### src/sv/dpd_pkg.sv
// ----------------------------------------------------------------------------
// dpd_pkg
// Types and constants shared by the decimated PI-D controller modules.
// ----------------------------------------------------------------------------
package dpd_pkg;

  localparam int unsigned CfgIdxW  = 2;
  localparam int unsigned CfgDataW = 24;
  localparam int unsigned AccW     = 40;
  localparam int unsigned SumW     = 42;
  localparam int unsigned LogDataW = 64;

  localparam logic [7:0]         DecimationRst = 8'd6;
  localparam logic signed [23:0] GainNowRst    = 24'sd17854;
  localparam logic signed [23:0] GainPrevRst   = -24'sd11333;
  localparam logic signed [23:0] GainRateRst   = 24'sd3128;

  typedef enum logic [CfgIdxW-1:0] {
    CfgDecimation = 2'd0,
    CfgGainNow    = 2'd1,
    CfgGainPrev   = 2'd2,
    CfgGainRate   = 2'd3
  } cfg_reg_e;

  typedef struct packed {
    logic [11:0] sample;
    logic [11:0] setpoint;
    logic        run;
  } in_item_t;

  typedef struct packed {
    logic        update;
    logic [15:0] duty;
    logic        log_full;
  } out_item_t;

  typedef struct packed {
    logic [7:0]         decimation;
    logic signed [23:0] gain_now;
    logic signed [23:0] gain_prev;
    logic signed [23:0] gain_rate;
  } cfg_t;

  typedef struct packed {
    logic                en;
    logic [LogDataW-1:0] data;
  } log_wr_t;

  function automatic logic signed [AccW-1:0] sat_acc(input logic signed [SumW-1:0] v);
    logic signed [AccW-1:0] r;
    if ((v[SumW-1:AccW-1] == '0) || (v[SumW-1:AccW-1] == '1)) begin
      r = v[AccW-1:0];
    end else if (v[SumW-1]) begin
      r = {1'b1, {(AccW-1){1'b0}}};
    end else begin
      r = {1'b0, {(AccW-1){1'b1}}};
    end
    return r;
  endfunction

  function automatic logic [15:0] clamp_duty(input logic signed [AccW-1:0] v);
    logic [15:0] r;
    if (v[AccW-1]) begin
      r = '0;
    end else if (v[AccW-2:16] != '0) begin
      r = '1;
    end else begin
      r = v[15:0];
    end
    return r;
  endfunction

endpackage

### src/sv/decimated_pi_d_controller.sv
// ----------------------------------------------------------------------------
// decimated_pi_d_controller
// Decimated PI-D controller with the derivative taken on the measurement.
//
//   Channel  Direction  Handshake                  Payload
//   in       input      in_valid_i / in_stall_o     in_item_i  (in_item_t)
//   out      output     out_valid_o / out_stall_i   out_item_o (out_item_t)
//   cfg      input      cfg_valid_i / cfg_ready_o   cfg_index_i, cfg_data_i
//
// Each event passes from the input transfer into the input register and
// then through the control law into the result register. A new event is
// taken every cycle unless a stalled result blocks it; law state loops back.
// An asynchronous low reset clears the control state and loads the default
// configuration. A stalled result holds both stages, and an event is still
// taken while a result waits if the input register is free.
// ----------------------------------------------------------------------------
module decimated_pi_d_controller #(
  parameter int unsigned LOG_DEPTH = 1024
) (
  input  logic                         clk_i,
  input  logic                         rst_ni,
  input  logic                         in_valid_i,
  output logic                         in_stall_o,
  input  dpd_pkg::in_item_t            in_item_i,
  output logic                         out_valid_o,
  input  logic                         out_stall_i,
  output dpd_pkg::out_item_t           out_item_o,
  input  logic                         cfg_valid_i,
  output logic                         cfg_ready_o,
  input  logic [dpd_pkg::CfgIdxW-1:0]  cfg_index_i,
  input  logic [dpd_pkg::CfgDataW-1:0] cfg_data_i
);
  import dpd_pkg::*;

  localparam int unsigned IdxW  = $clog2(LOG_DEPTH + 1);
  localparam int unsigned AddrW = (LOG_DEPTH > 1) ? $clog2(LOG_DEPTH) : 1;

  cfg_t             cfg;
  in_item_t         item_q;
  logic             s1_valid_q;
  logic             out_valid_q;
  logic             advance;
  logic             in_fire;
  logic             step;
  logic [AddrW-1:0] log_addr;
  log_wr_t          log_wr;

  assign advance     = !out_valid_q || !out_stall_i;
  assign in_stall_o  = s1_valid_q && !advance;
  assign in_fire     = in_valid_i && !in_stall_o;
  assign step        = s1_valid_q && advance;
  assign cfg_ready_o = 1'b1;
  assign out_valid_o = out_valid_q;

  always_ff @(posedge clk_i or negedge rst_ni) begin
    if (!rst_ni) begin
      s1_valid_q  <= 1'b0;
      out_valid_q <= 1'b0;
    end else begin
      if (in_fire) begin
        s1_valid_q <= 1'b1;
      end else if (advance) begin
        s1_valid_q <= 1'b0;
      end
      if (advance) begin
        out_valid_q <= s1_valid_q;
      end
    end
  end

  always_ff @(posedge clk_i) begin
    if (in_fire) begin
      item_q <= in_item_i;
    end
  end

  dpd_cfg u_cfg (
    .clk_i       (clk_i),
    .rst_ni      (rst_ni),
    .cfg_valid_i (cfg_valid_i),
    .cfg_index_i (cfg_index_i),
    .cfg_data_i  (cfg_data_i),
    .cfg_o       (cfg)
  );

  dpd_law #(
    .LOG_DEPTH (LOG_DEPTH),
    .IDX_W     (IdxW),
    .ADDR_W    (AddrW)
  ) u_law (
    .clk_i      (clk_i),
    .rst_ni     (rst_ni),
    .cfg_i      (cfg),
    .step_i     (step),
    .item_i     (item_q),
    .result_o   (out_item_o),
    .log_addr_o (log_addr),
    .log_wr_o   (log_wr)
  );

  dpd_log #(
    .LOG_DEPTH (LOG_DEPTH),
    .ADDR_W    (AddrW)
  ) u_log (
    .clk_i  (clk_i),
    .addr_i (log_addr),
    .wr_i   (log_wr)
  );

endmodule

### src/sv/dpd_cfg.sv
// ----------------------------------------------------------------------------
// dpd_cfg
// Configuration registers: decimation ratio and the three Q16 gains.
// ----------------------------------------------------------------------------
module dpd_cfg (
  input  logic                         clk_i,
  input  logic                         rst_ni,
  input  logic                         cfg_valid_i,
  input  logic [dpd_pkg::CfgIdxW-1:0]  cfg_index_i,
  input  logic [dpd_pkg::CfgDataW-1:0] cfg_data_i,
  output dpd_pkg::cfg_t                cfg_o
);
  import dpd_pkg::*;

  cfg_t cfg_q;

  always_ff @(posedge clk_i or negedge rst_ni) begin
    if (!rst_ni) begin
      cfg_q.decimation <= DecimationRst;
      cfg_q.gain_now   <= GainNowRst;
      cfg_q.gain_prev  <= GainPrevRst;
      cfg_q.gain_rate  <= GainRateRst;
    end else if (cfg_valid_i) begin
      case (cfg_reg_e'(cfg_index_i))
        CfgDecimation: cfg_q.decimation <= cfg_data_i[7:0];
        CfgGainNow:    cfg_q.gain_now   <= $signed(cfg_data_i);
        CfgGainPrev:   cfg_q.gain_prev  <= $signed(cfg_data_i);
        CfgGainRate:   cfg_q.gain_rate  <= $signed(cfg_data_i);
        default: ;
      endcase
    end
  end

  assign cfg_o = cfg_q;

endmodule

### src/sv/dpd_law.sv
// ----------------------------------------------------------------------------
// dpd_law
// Decimation counter, incremental PI law with derivative on measurement,
// capture pointer and the result register.
// ----------------------------------------------------------------------------
module dpd_law #(
  parameter int unsigned LOG_DEPTH = 1024,
  parameter int unsigned IDX_W     = 11,
  parameter int unsigned ADDR_W    = 10
) (
  input  logic                clk_i,
  input  logic                rst_ni,
  input  dpd_pkg::cfg_t       cfg_i,
  input  logic                step_i,
  input  dpd_pkg::in_item_t   item_i,
  output dpd_pkg::out_item_t  result_o,
  output logic [ADDR_W-1:0]   log_addr_o,
  output dpd_pkg::log_wr_t    log_wr_o
);
  import dpd_pkg::*;

  logic [7:0]             tick_q, tick_d;
  logic signed [12:0]     prev_err_q, prev_err_d;
  logic signed [AccW-1:0] pi_q, pi_d;
  logic [11:0]            prev_sample_q, prev_sample_d;
  logic signed [AccW-1:0] drive_q, drive_d;
  logic [IDX_W-1:0]       log_idx_q, log_idx_d;
  logic                   log_done_q, log_done_d;
  out_item_t              result_q, result_d;

  logic [8:0]             tick_next;
  logic                   instant;
  logic signed [12:0]     err;
  logic signed [12:0]     diff;
  logic signed [36:0]     prod_now;
  logic signed [36:0]     prod_prev;
  logic signed [36:0]     prod_rate;
  logic signed [SumW-1:0] pi_sum;
  logic signed [SumW-1:0] drive_sum;
  logic [IDX_W-1:0]       log_idx_inc;

  always_comb begin
    tick_next   = {1'b0, tick_q} + 9'd1;
    instant     = !(tick_next < {1'b0, cfg_i.decimation});
    err         = $signed({1'b0, item_i.setpoint}) - $signed({1'b0, item_i.sample});
    diff        = $signed({1'b0, item_i.sample}) - $signed({1'b0, prev_sample_q});
    prod_now    = cfg_i.gain_now * err;
    prod_prev   = cfg_i.gain_prev * prev_err_q;
    prod_rate   = cfg_i.gain_rate * diff;
    pi_sum      = SumW'(pi_q) + SumW'(prod_now) + SumW'(prod_prev);
    log_idx_inc = log_idx_q + IDX_W'(1);

    tick_d        = tick_q;
    prev_err_d    = prev_err_q;
    pi_d          = pi_q;
    prev_sample_d = prev_sample_q;
    drive_d       = drive_q;
    log_idx_d     = log_idx_q;
    log_done_d    = log_done_q;
    log_wr_o.en   = 1'b0;
    drive_sum     = SumW'(sat_acc(pi_sum)) - SumW'(prod_rate);

    result_d.update   = 1'b0;
    result_d.duty     = '0;
    result_d.log_full = log_done_q;

    if (!instant) begin
      tick_d = tick_next[7:0];
    end else begin
      tick_d          = '0;
      result_d.update = 1'b1;
      result_d.duty   = clamp_duty(drive_q);
      if (!item_i.run) begin
        log_idx_d  = '0;
        log_done_d = 1'b0;
        drive_d    = '0;
      end else begin
        pi_d          = sat_acc(pi_sum);
        drive_d       = sat_acc(drive_sum);
        prev_err_d    = err;
        prev_sample_d = item_i.sample;
        if (!log_done_q) begin
          log_wr_o.en = step_i;
          log_idx_d   = log_idx_inc;
          log_done_d  = (log_idx_inc == IDX_W'(LOG_DEPTH));
        end
      end
      result_d.log_full = log_done_d;
    end

    log_wr_o.data = {drive_d, item_i.sample, item_i.setpoint};
  end

  always_ff @(posedge clk_i or negedge rst_ni) begin
    if (!rst_ni) begin
      tick_q        <= '0;
      prev_err_q    <= '0;
      pi_q          <= '0;
      prev_sample_q <= '0;
      drive_q       <= '0;
      log_idx_q     <= '0;
      log_done_q    <= 1'b0;
    end else if (step_i) begin
      tick_q        <= tick_d;
      prev_err_q    <= prev_err_d;
      pi_q          <= pi_d;
      prev_sample_q <= prev_sample_d;
      drive_q       <= drive_d;
      log_idx_q     <= log_idx_d;
      log_done_q    <= log_done_d;
    end
  end

  always_ff @(posedge clk_i) begin
    if (step_i) begin
      result_q <= result_d;
    end
  end

  assign result_o   = result_q;
  assign log_addr_o = log_idx_q[ADDR_W-1:0];

endmodule

### src/sv/dpd_log.sv
// ----------------------------------------------------------------------------
// dpd_log
// Capture memory holding setpoint, measurement and drive per sampling instant.
// ----------------------------------------------------------------------------
module dpd_log #(
  parameter int unsigned LOG_DEPTH = 1024,
  parameter int unsigned ADDR_W    = 10
) (
  input  logic              clk_i,
  input  logic [ADDR_W-1:0] addr_i,
  input  dpd_pkg::log_wr_t  wr_i
);
  import dpd_pkg::*;

  logic [LogDataW-1:0] mem_q [LOG_DEPTH];

  always_ff @(posedge clk_i) begin
    if (wr_i.en) begin
      mem_q[addr_i] <= wr_i.data;
    end
  end

endmodule
### config.mk
export PLATFORM = sky130hd
export DESIGN_NAME = decimated_pi_d_controller
export DESIGN_NICKNAME = d
export VERILOG_FILES = /design/src/sv/dpd_pkg.sv /design/src/sv/decimated_pi_d_controller.sv /design/src/sv/dpd_cfg.sv /design/src/sv/dpd_law.sv /design/src/sv/dpd_log.sv
export SDC_FILE = /design/constraint.sdc
export NUM_CORES = 2
export LEC_CHECK = 0
export ABC_AREA = 1
export BUFFER_PORTS_ARGS = -buffer_cell sky130_fd_sc_hd__buf_2
export CAP_MARGIN = 40
export CORE_MARGIN = 4
export CORE_UTILIZATION = 50
export CTS_CLUSTER_DIAMETER = 60
export DETAILED_ROUTE_END_ITERATION = 7
export PLACE_DENSITY_LB_ADDON = 0.12
export SYNTH_ARGS = -nofsm -noshare
export SYNTH_HDL_FRONTEND = slang
export SYNTH_SLANG_ARGS = --single-unit
### constraint.sdc
create_clock -name clk_i -period 15.8 [get_ports clk_i]
set_input_delay 0 -clock clk_i [delete_from_list [all_inputs] [get_ports clk_i]]
set_output_delay 0 -clock clk_i [all_outputs]
set_load 0.02 [all_outputs]
## Word-level counts from Yosys, hierarchy flattened

Index checks and enable logic that the tools add are counted.

| operators by class | value |
|---|---|
| div/mod/pow operators | 0 |
| bitwise logic cells | 1 |
| $mul | 3 |
| eq/ne operators | 7 |
| add/subtract/negate cells | 7 |
| shift-type cells | 0 |
| order comparisons | 1 |
| reduce and logical (&&, ||, !) cells | 23 |
| mux-type cells | 15 |

Operators by type and width:

| kind | count |
|---|---|
| 40-bit 2-to-1 mux | 5 |
| 24-bit by 13-bit multiplier with 37-bit output | 3 |
| 41-bit by 37-bit adder with 42-bit output | 1 |
| 40-bit by 37-bit adder with 41-bit output | 1 |
| 40-bit by 37-bit subtractor with 41-bit output | 1 |
| 16-bit 2-to-1 mux | 2 |
| 12-bit by 12-bit subtractor with 13-bit output | 2 |
| 23-bit nonzero test | 1 |
| 11-bit 2-to-1 mux | 2 |
| 18-bit 2-to-1 mux | 1 |
| 11-bit by 1-bit adder with 11-bit output, second input constant | 1 |
| 11-bit equality test, second input constant | 1 |
| 2-bit AND reduction | 5 |
| 8-bit by 1-bit adder with 9-bit output, second input constant | 1 |
| 9-bit by 8-bit less-than comparator with 1-bit output | 1 |
| 8-bit 2-to-1 mux | 1 |
| 3-bit equality test, second input constant | 2 |
| 3-bit logical NOT | 2 |
| 3-bit AND reduction | 2 |
| 2-bit equality test, second input constant | 2 |
| 1-bit logical NOT | 4 |
| 1-bit 2-to-1 mux | 4 |
| 1-bit logical AND | 3 |
| 1-bit logical OR | 3 |
| 6 further kinds | 6 |

| storage, ports and cells | value |
|---|---|
| memories kept | 0 |
| bits in writable memories | 0 |
| output and inout port bits | 21 |
| bits in read-only memories | 0 |
| word-level logic and storage cells | 76 |
| register bits after elaboration | 250 |
| bits in latches | 0 |

## Longest topological paths before layout

| logic depth | value |
|---|---|
| word-level depth | 12 |
| gate-level depth with buffers | 81 |

## Cells and area by module

A second synthesis with hierarchy kept.

| second synthesis, totals | value |
|---|---|
| cells, all modules | 5978 |
| area total of the unflattened synthesis | 50362.1 µm² |

By module, submodules not included:

| module | cells each | instances | sequential area each (µm²) | area an instance (µm²) |
|---|---|---|---|---|
| dpd_law | 5581 | 1 | 3668.5 | 46160.5 |
| dpd_cfg | 358 | 1 | 2045.7 | 3344.5 |
| decimated_pi_d_controller | 39 | 1 | 800.8 | 857.1 |

## Least setup slack after synthesis

Ideal clock, no wire load.

| timing path | value |
|---|---|
| path type | reg2reg |
| start | register item_q[1] (netlist bit) |
| end | register u_law.drive_q[36] |
| library setup time | 116 ps |
| cell stages (with the launch flop) | 76 |
| path slack | 2181 ps |
| arrival time | 13503 ps |
| required time | 15684 ps |
| path buffers | 1 |
| cell sequence | edfxtp_1 inv_1 ha_1 inv_1 fa_1 nand2_1 inv_1 o21ai_0 nand2_1 nand2_1 nand2_1 nand2_1 nand2_1 nand2_1 nand2_1 a21oi_1 or2_2 nand2_1 (+40 left out) inv_1 fa_1 inv_1 ha_1 a21oi_1 inv_1 nor2_1 nand2_1 a31oi_1 o21ai_0 a21boi_0 o21ai_0 a31o_2 a21oi_1 xor2_1 nand2_1 nand2_1 nand2_1 |

| on the way | value |
|---|---|
| cells in the longest elaborated chain, start to end | 12 |

Ends and longest elaborated chain:

| element | line | text |
|---|---|---|
| start, declared | decimated_pi_d_controller.sv:39 | `in_item_t item_q;` |
| start signal, assigned | decimated_pi_d_controller.sv:73 | `item_q <= in_item_i;` |
| 12-bit by 12-bit subtractor with 13-bit output (*) | dpd_law.sv:45 | `err = $signed({1'b0, item_i.setpoint}) - $signed({1'b0, item_i.sample});` |
| net u_law.err[12] | dpd_law.sv:33 | `logic signed [12:0] err;` |
| 24-bit by 13-bit multiplier with 37-bit output (*) | dpd_law.sv:47 | `prod_now = cfg_i.gain_now * err;` |
| 40-bit by 37-bit adder with 41-bit output (*) | dpd_law.sv:50 | `pi_sum = SumW'(pi_q) + SumW'(prod_now) + SumW'(prod_prev);` |
| 41-bit by 37-bit adder with 42-bit output (*) | dpd_law.sv:50 |  |
| 3-bit equality test / 3-bit logical NOT (equally long branches) | dpd_pkg.sv:51 | `if ((v[SumW-1:AccW-1] == '0) \|\| (v[SumW-1:AccW-1] == '1)) begin` |
| 1-bit logical OR | dpd_pkg.sv:51 |  |
| 40-bit 2-to-1 mux (*) | dpd_pkg.sv:51 |  |
| 40-bit by 37-bit subtractor with 41-bit output (*) | dpd_law.sv:61 | `drive_sum = SumW'(sat_acc(pi_sum)) - SumW'(prod_rate);` |
| 3-bit equality test / 3-bit logical NOT (equally long branches) | dpd_pkg.sv:51 |  |
| 1-bit logical OR | dpd_pkg.sv:51 |  |
| 40-bit 2-to-1 mux (*) | dpd_pkg.sv:51 |  |
| 40-bit 2-to-1 mux (*) | dpd_law.sv:73 | `if (!item_i.run) begin` |
| end signal, assigned | dpd_law.sv:108 | `drive_q <= drive_d;` |
| end, declared | dpd_law.sv:26 | `logic signed [AccW-1:0] drive_q, drive_d;` |

Mark *: on every way through the listed nets, which the timed path passes. The rest lies on a longest branch.
A chain may end at the register's enable or synchronous reset.

## Worst setup path in the final report

| timing path | value |
|---|---|
| start | register item_q[1] (netlist bit) |
| end | register u_law.drive_q[15] |

Same word-level chain as after synthesis.

==> results.ini <==
[yosys]
syn-num-nets = 7099
syn_area_per_cell_um2 = 8.63
synth_top_area_cell = fa_1
ys.flop_type = dfrtp_1
yosysWarningCount = 0
ys_seq_area_share_pct = 13.4
yosysUniqueCellTypes = 54
synth_cells = 5652
synth_edf_count = 43
async_reset_ff_share_pct = 82.8
ys_top_cells_by_area = fa_1 45%, inv_1 12%, dfrtp_1 8.8%
synth_area_mm2 = 0.0488
synth_top_area_share_pct = 44.6
synth-seq-cells = 250

[die]
core_area_mm2 = 0.0967
start_util_pct = 50.4
dieArea_mm2 = 0.103
die_w_um = 320
ioPinCount = 77
die_y_um = 320
num_rows = 114

[clock_network]
cts_buffers = 37
cts_tree = done
cts.path.max_buffers = 3
clock-sinks = 250
clockRootBuffer = clkbuf_16
clk-insertion-delay-late_ns = 0.60
htreeDepth = 2
clk_pin_slew_ns = 0.06

[detailed_routing]
drtIter0Drc = 2444
drtPass1Iterations = 5
vias = 35900
viasPerCell = 5.12
routed_wl_um = 136000
ant_nets = 0
wire_per_inst_um = 19.4
drcViolationCount = 0

[worst_setup_path]
r2r_slack_ns = 0.96
critPathSlowestCell = fa_1
critPathKind = reg2reg
setup.worst_path.start_class = flip-flop
crit_start = item_q[1]
path_max_fanout = 23
end_kind = flip-flop
cpPeakStageDelay_ns = 0.58
arrival_ns = 15.30
cp_data_required_time_ns = 16.26
r2r-start = item_q[1]
crit_top_cell = fa_1

[timing]
fin_ws_ns = 0.960
relSlewSlack_pct = 46.2
finalMaxSlewViolations = 0
setup_viol = 0
clock_skew_ns = 0.0343
hold_viol = 0
min_period_ns = 14.84
tightest_slew_ns = 0.802
post-route-period-util_pct = 93.9
fmax_mhz = 67.4

[placed_design]
dp_hpwl_um = 115000
gp_congestion = 0.922
pre_cts_slack_ns = 0.0681
portBuffers = 75

[global_route]
grt_use_total_pct = 27.7
grt_remaining_overflow = 0
grt_pass1_wl_um = 220000
grt_max_degree = 83
first_global_vias = 38900
antenna_found_initial = 8

[cells_and_area]
fill_cells = 9090
syn2layout_area_growth_pct = 8.38
final_nets = 7157
drive_gt1_share_pct = 6.03

[run_status]
outcome = finished, final reports clean

[flow_run]
cap_viol_max_count = 0

[worst_hold_path]
holdCritPathClass = in2async

[sequential cells by signal (all words and copies together), names as in the netlist, 8 cells and up]
signal,flops
u_cfg.cfg_o,80
u_law.drive_q,40
u_law.pi_q,40
item_q,25
u_law.result_o,18
u_law.prev_err_q,13
u_law.prev_sample_q,12
u_law.log_idx_q,11
u_law.tick_q,8
[timing repair]
action / CTS / global route
gates resized for setup: 1 / 52
gates cloned: 0 / 2
setup buffers: 0 / 3
setup endpoints to repair: 1 / 40
pin swaps: 0 / 5
hold endpoints to repair: 202 / 0
hold buffers: 54 / 0
[per-stage QoR]
step | std cells | util (%) | hold slack (ns) | TNS [ns] | cell area [µm²]
2_1_floorplan | 5652 | - | -0.296 | 0 | 48800
3_3_place_gp | 6877 | 52.3 | 0.0730 | 0 | 50600
3_5_place_dp | 6888 | 52.6 | 0.0846 | 0 | 50900
4_1_cts | 7010 | 54.5 | 0.0323 | 0 | 52700
5_1_grt | 7015 | 54.7 | 0.0794 | -0.295 | 52900
6_report | 7018 | 54.7 | 0.0383 | 0 | 52900
[critical path: cells and delay by family (launching register included)]
family | cells | cell delay (ns)
flip-flops | 1 | 0.36
buffers and inverters | 18 | 1.39
AO/OA/AOI/OAI | 13 | 2.21
AND/OR/NAND/NOR | 24 | 2.43
adder cells (fa/ha/maj) | 18 | 8.25
[cells by family after synthesis]
logic type / after synthesis / share of synthesized area (%)
buffers and inverters: 1741 / 13.5
and+or+nand+nor: 1696 / 13.7
adders and majority gates: 1391 / 52.4
AOI/OAI and AO/OA: 469 / 5.20
DFF: 250 / 13.4
xor gates and xnor gates: 104 / 1.87
other: 1 / 0.00769
[layer usage]
| metal | part of all wire, % | GRT usage (%) |
|---|---|---|
| met5 | 0.039 | 0 |
| met4 | 3.5 | 8.45 |
| met3 | 6.3 | 4.01 |
| met2 | 46 | 44.5 |
| met1 | 44 | 39.3 |
[area by class of cell]
type	instances	area [µm²]	area share (%)
Tap cell	1276	1600	3.02
Antenna cell	3	7.51	0.0142
Clock inverter	20	249	0.471
Inverter	1550	5830	11.0
Sequential cell	250	6520	12.3
Timing Repair Buffer	208	1750	3.31
Timing Repair inverter	1	6.26	0.0118
Clock buffer	48	988	1.87
Multi-Input combinational cell	3662	35900	68.0
[cell usage after synthesis (all sizes together) (43+ instances only)]
cell type,n
fa,1088
xnor2,44
inv,1540
nor2,443
o21ai,229
edfxtp,43
clkbuf,173
xor2,60
nand3,53
dfrtp,172
nand2,1131
ha,303
a21oi,162
[worst paths after layout]
| check | to | depth (start not counted) |
|---|---|---|
| setup / recovery | u_law.drive_q[15] | 73 |
| hold / removal | out_valid_o | 2 |
| setup reg to reg | u_law.drive_q[15] | 73 |
| hold reg to reg | u_law.drive_q[21] | 2 |
| max in group asynchronous | u_law.drive_q[31] | 3 |
| min in group clk_i | u_cfg.cfg_o[28] | 5 |
[cell usage in the layout (no fill, tap or decap), drive strengths merged, types with 6 or more instances in the layout]
| master | n |
|---|---|
| a21o | 7 |
| a21oi | 162 |
| a31oi | 28 |
| buf | 154 |
| clkbuf | 48 |
| clkinv | 20 |
| dfrtp | 172 |
| dfstp | 35 |
| dlygate4sd3 | 54 |
| edfxtp | 43 |
| fa | 1088 |
| ha | 303 |
| inv | 1544 |
| nand2 | 1132 |
| nand3 | 53 |
| nand4 | 12 |
| nor2 | 443 |
| nor3 | 13 |
| nor4 | 10 |
| o21a | 6 |
| o21ai | 229 |
| o21bai | 10 |
| or2 | 27 |
| xnor2 | 44 |
| xor2 | 60 |
Power is not shown: default switching activity piles up to over one toggle a cycle in this logic, so the estimate is an artifact.
